**src/sv/qtm_pkg.sv**
```systemverilog
// Shared types and constants for the quaternion TRS to matrix block.
// Depends on nothing; included by every other file of the block.
`timescale 1ns / 1ps

package qtm_pkg;

  localparam int QW    = 16;
  localparam int SW    = 32;
  localparam int PW    = 2 * QW;
  localparam int HW    = PW + 1;
  localparam int HFRAC = 27;
  localparam int HLW   = 16;
  localparam int PPW   = (HW - HLW) + SW;
  localparam int SUMW  = 65;

  localparam logic signed [HW-1:0]   HALF_ONE   = 33'sd134217728;
  localparam logic signed [SUMW-1:0] ROUND_BIAS = 65'sd67108864;
  localparam logic signed [SUMW-1:0] SAT_MAX    = 65'sd2147483647;
  localparam logic signed [SUMW-1:0] SAT_MIN    = -65'sd2147483648;

  typedef logic [1:0] col_t;

  localparam col_t COL_X = 2'd0;
  localparam col_t COL_Y = 2'd1;
  localparam col_t COL_Z = 2'd2;
  localparam col_t COL_T = 2'd3;

  typedef struct packed {
    logic valid;
    col_t col;
  } stage_ctrl_t;

endpackage

```
**src/sv/qtm_entry_scale.sv**
```systemverilog
// Two-stage scaling of one rotation half-term by an axis scale, with rounding
// and saturation to 32 bits. Depends on qtm_pkg.
`timescale 1ns / 1ps

module qtm_entry_scale (
  input  logic                            clk_i,
  input  logic signed [qtm_pkg::HW-1:0]   h_i,
  input  logic signed [qtm_pkg::SW-1:0]   scale_i,
  output logic signed [qtm_pkg::SW-1:0]   entry_o
);
  import qtm_pkg::*;

  logic signed [HW-HLW-1:0] h_lo;
  logic signed [HW-HLW-1:0] h_hi;
  logic signed [PPW-1:0]    lo_d, lo_q;
  logic signed [PPW-1:0]    hi_d, hi_q;
  logic signed [SUMW-1:0]   sum_d, sum_q;
  logic signed [SUMW-1:0]   quot;

  // The 33-bit term is split so that each multiplier stays near 17 by 32 bits.
  assign h_lo = $signed({1'b0, h_i[HLW-1:0]});
  assign h_hi = h_i[HW-1:HLW];
  assign lo_d = h_lo * scale_i;
  assign hi_d = h_hi * scale_i;

  always_ff @(posedge clk_i) begin
    lo_q <= lo_d;
    hi_q <= hi_d;
  end

  assign sum_d = (SUMW'(hi_q) <<< HLW) + SUMW'(lo_q) + ROUND_BIAS;

  always_ff @(posedge clk_i) begin
    sum_q <= sum_d;
  end

  // An arithmetic shift floors, which with the bias rounds ties upward.
  assign quot = sum_q >>> HFRAC;

  always_comb begin
    if (quot > SAT_MAX) begin
      entry_o = SW'(SAT_MAX);
    end else if (quot < SAT_MIN) begin
      entry_o = SW'(SAT_MIN);
    end else begin
      entry_o = SW'(quot);
    end
  end

endmodule

```
**config.mk**
```make
export PLATFORM = sky130hd
export DESIGN_NAME = qtm_entry_scale
export DESIGN_NICKNAME = d
export VERILOG_FILES = /design/src/sv/qtm_pkg.sv /design/src/sv/qtm_entry_scale.sv
export SDC_FILE = /design/constraint.sdc
export NUM_CORES = 2
export LEC_CHECK = 0
export ABC_AREA = 1
export BUFFER_PORTS_ARGS = -buffer_cell sky130_fd_sc_hd__buf_4
export CAP_MARGIN = 0
export CORE_MARGIN = 4
export CORE_UTILIZATION = 31
export DETAILED_ROUTE_END_ITERATION = 7
export SYNTH_ARGS = -nofsm -noshare
export SYNTH_HDL_FRONTEND = slang
export SYNTH_SLANG_ARGS = --single-unit
```
**constraint.sdc**
```tcl
create_clock -name clk_i -period 12.7 [get_ports clk_i]
set_clock_uncertainty 0.05 [all_clocks]
set_input_delay 3.81 -clock clk_i [delete_from_list [all_inputs] [get_ports clk_i]]
set_output_delay 3.81 -clock clk_i [all_outputs]
set_load 0.02 [all_outputs]
```
# ---- Word level (Yosys, flattened, before mapping)
# Index checks and enable logic that the tools add are counted.
# Widths: inputs -> output; s select.
dict set report totals {
  register_bits 163
  in_bits 66
  output_inout_bits 32
  wordCells 11
}
dict set report classes {
  n_addsub 2
  mul 2
  order_cmp 2
  n_mux 2
}
# op n
set op_table {}
lappend op_table {{$mul 17x32->49} 2}
lappend op_table {{$add 65x28->65 const B} 1}
lappend op_table {{$add 65x49->65} 1}
lappend op_table {{$mux 32} 2}
lappend op_table {{$gt 38x32->1 const B} 1}
lappend op_table {{$lt 38x32->1 const B} 1}

# ---- Depth between registers and ports, before layout
dict set report depth {
  depth_word 3
  ltp_mapped 28
  mapped_depth_nobuf 27
}

# ---- Worst setup path after synthesis
# Ideal clock, no wire load.
dict set report synth_path {
  path_kind {input -> register}
  from {input port scale_i[31] (netlist name)}
  to {register hi_q[48]}
  setup_ps 114
  t_arrival_ps 8879
  setup_slack_ps 3657
  stages 21
  path_cell_list {clkbuf_1 clkbuf_1 nand2_1 inv_1 fa_1 fa_1 fa_1 inv_1 fa_1 fa_1 fa_1 inv_1 ha_1 inv_1 nor3_1 and2_1 nand2_1 nor2_1 nand2_1 nand4_1 nand2_1}
}
dict set report synth_between {
  elab_chain_len 1
}
# element line
set synth_rtl {}
lappend synth_rtl {{start: declaration} qtm_entry_scale.sv:8} ;# input logic signed [qtm_pkg::SW-1:0] scale_i,
lappend synth_rtl {{$mul 17x32->49} qtm_entry_scale.sv:24} ;# assign hi_d = h_hi * scale_i;
lappend synth_rtl {{net hi_d[48]} qtm_entry_scale.sv:16} ;# logic signed [PPW-1:0] hi_d, hi_q;
lappend synth_rtl {{end signal: assignment} qtm_entry_scale.sv:28} ;# hi_q <= hi_d;
lappend synth_rtl {{end: declaration} qtm_entry_scale.sv:16}
# The timed path passes the listed nets, and every way through them passes these cells.

# ---- Worst setup path in the final report
dict set report layout_path {
  from {input port h_i[5] (netlist name)}
  to {register lo_q[47]}
}
dict set report layout_between {
  elab_chain_len 1
}
# element line
set layout_rtl {}
lappend layout_rtl {{start: declaration} qtm_entry_scale.sv:7} ;# input logic signed [qtm_pkg::HW-1:0] h_i,
lappend layout_rtl {{$mul 17x32->49} qtm_entry_scale.sv:23} ;# assign lo_d = h_lo * scale_i;
lappend layout_rtl {{net lo_d[47]} qtm_entry_scale.sv:15} ;# logic signed [PPW-1:0] lo_d, lo_q;
lappend layout_rtl {{end signal: assignment} qtm_entry_scale.sv:27} ;# lo_q <= lo_d;
lappend layout_rtl {{end: declaration} qtm_entry_scale.sv:15}
# The timed path passes the listed nets, and every way through them passes these cells.

==> results.yml <==
outcome:
  status: "completed"
routing:
  first_iter_violations: 2660
  drc: 0
  num_vias: 37700
  wl_per_cell_um: 16.9
  dr.pass1.iters: 6
  totalWireLength_mm: 138
  postRouteAntennaNets: 0
  via_per_inst: 4.62
sta:
  finalHoldViolations: 0
  worstMarginPinSlew_ns: 1.04
  slew_viol_final: 0
  period_share_pct: 73.2
  timing.slew.headroom_pct: 30.4
  setup_tns_ns: 0
  rsz0062_at_grt: "false"
  max_freq_mhz: 107
  min_period_ns: 9.30
  setup_violations: 0
synthesis:
  synth_area_leaders: "fa_1, inv_1, nand2_1, ha_1, dfxtp_1"
  synth_ff_type: "dfxtp_1"
  ys_seq_area_share_pct: 5.19
  syn_nets: 7723
  synth_edf_count: 0
  synthCells: 6326
  async_flop_share_pct: 0
  synth_seq_cells: 120
  yosys.area.top_type: "fa_1"
  ys_types: 38
  synth_top_area_share_pct: 43.6
  syn_avg_cell_area_um2: 7.32
  syn_area_mm2: 0.0463
  yosysWarnings: 0
floorplan:
  start_util_pct: 31.3
  dieWidth_um: 394
  die_area_mm2: 0.156
  rows: 141
  coreArea_mm2: 0.148
  ioPinCount: 98
  die_h_um: 394
placement:
  hpwl_mm: 115
  gp_congestion: 0.966
  port_buffers: 97
critical_path:
  cp-end-kind: "flop"
  path_common_cell: "fa_1"
  critical_path_class: "in -> reg"
  start_kind: "input port"
  path_cells: "buf_4 -> nand2_1 -> inv_1 -> fa_1 -> fa_1 -> inv_1 -> fa_1 -> fa_1 -> fa_1 -> fa_1 -> inv_1 -> ha_1 -> a21oi_1 -> o21ai_0 -> nand2_1 -> nand3_1 -> a21oi_1 -> nand3_1 -> nand2_1 -> nand2_1"
  required_ns: 12.99
  cp_num_buf_inv: 4
  slowest_stage: "fa_1"
  worstPathArrival_ns: 9.59
  crit_fanout: 32
  slowest_delay_ns: 0.83
  cpLargestDelayFamily: "adder cells"
cts:
  htree_levels: 4
  clock-sinks: 120
  cts_tree: "built"
  clock_latency_ns: 0.45
  clkTransAtPathRegs_ns: 0.07
  cts_resized: 0
  cts_setup_buffers: 0
  cts_made_buffers: 17
  root_buffer: "clkbuf_16"
  hold_buffers: 0
  cts.path.max_buffers: 2
global_routing:
  grt_pass1_vias: 40500
  grt_overflow: 0
  antenna_found_initial: 9
  grt_max_degree: 34
  grtUsageTotal_pct: 18.1
  grt_pass1_wl_mm: 226
layout:
  final_layout_size_suffix_gt1_share_pct: 2.91
  area.growth.synth_to_final_pct: 6.28
  nets: 7608
worst_hold_path:
  hold_path_class: "reg -> reg"
job:
  drv_cap: 0
==> cell usage after synthesis (2+ instances only) <==
library cell / number
clkbuf_1: 225
a21o_1: 8
nor2_1: 223
or2_2: 5
a21oi_2: 2
xor2_1: 64
nor4_1: 2
nand3_2: 2
nand3b_1: 3
o21ai_0: 121
a31oi_1: 2
nor2_4: 4
o21bai_1: 12
fa_1: 1008
inv_1: 1900
and3_1: 5
nand4_1: 39
a21oi_1: 160
nor2_2: 10
o21ai_1: 11
ha_1: 323
nand2_1: 1869
buf_1: 7
and2_1: 5
inv_2: 6
nand3_1: 133
nor3_1: 17
o211ai_1: 2
xnor2_1: 15
nand2_2: 14
dfxtp_1: 120
nor3_2: 3
==> sequential cells by signal, summed over array words and instances, names as in the netlist <==
register  count
sum_q        38
lo_q         33
hi_q         49
==> logic make-up after synthesis <==
logic type,synth area share (%)
flops,5.19
xor+xnor,1.49
compound gates,3.64
buf+inv,17.3
fa+ha+maj,52.3
simple gates,20.0
==> path summary, 6_finish.rpt <==
kind / depth (start not counted) / slack, ns / endpoint / startpoint
hold reg to reg: 4 / 0.72 / sum_q[64] / hi_q[48]
setup / recovery: 20 / 3.40 / lo_q[47] / h_i[5]
hold / removal: 4 / 0.72 / sum_q[64] / hi_q[48]
setup reg to reg: 9 / 9.56 / sum_q[56] / lo_q[48]
==> worst min-delay path: stages, from the launching register on <==
cell	delay [ns]
dfxtp_1	0.34
xnor2_1	0.13
xor2_1	0.12
nand2_1	0.08
nand2_1	0.05
==> cell usage in the layout, fill, tap and decap left out, types with 15 or more instances in the layout <==
| cell type | instances |
|---|---|
| a21oi_1 | 160 |
| buf_4 | 98 |
| clkbuf_16 | 17 |
| dfxtp_1 | 120 |
| fa_1 | 1008 |
| ha_1 | 323 |
| inv_1 | 1900 |
| nand2_1 | 1869 |
| nand3_1 | 133 |
| nand4_1 | 39 |
| nor2_1 | 223 |
| nor3_1 | 17 |
| o21ai_0 | 121 |
| xnor2_1 | 15 |
| xor2_1 | 64 |
==> final cells by class <==
| type | count | area, µm² |
|---|---|---|
| multi-input cells | 4068 | 35900 |
| clock inverters | 15 | 181 |
| fillers | 15800 | 98800 |
| inverters | 1906 | 7150 |
| well taps | 1930 | 2410 |
| repair buffers | 98 | 736 |
| flip-flops and latches | 120 | 2400 |
| diodes | 5 | 12.5 |
| clock buffers | 17 | 425 |
==> stage by stage <==
stage | utilization [%] | hold WS [ns] | worst slack (ns) | cells | area, µm²
after global placement | 32.8 | 0.702 | 2.94 | 8122 | 48600
after CTS | 33.2 | 0.741 | 3.45 | 8154 | 49200
after floorplan | - | 0.587 | 3.66 | 6326 | 46300
after detailed placement | 32.8 | 0.720 | 2.97 | 8122 | 48600
after global routing | 33.2 | 0.808 | 3.02 | 8156 | 49200
final | 33.2 | 0.723 | 3.40 | 8159 | 49200
==> routing by layer <==
| layer | GRT usage [%] | wire, µm |
|---|---|---|
| met5 | 0 | 35 |
| met3 | 1.99 | 9010 |
| met4 | 3.86 | 3050 |
| met1 | 25.7 | 62500 |
| met2 | 30.0 | 63500 |
Power is left out: the tool's default activity adds up to more than one toggle a clock period on the data nets, which glitch-free logic cannot reach.
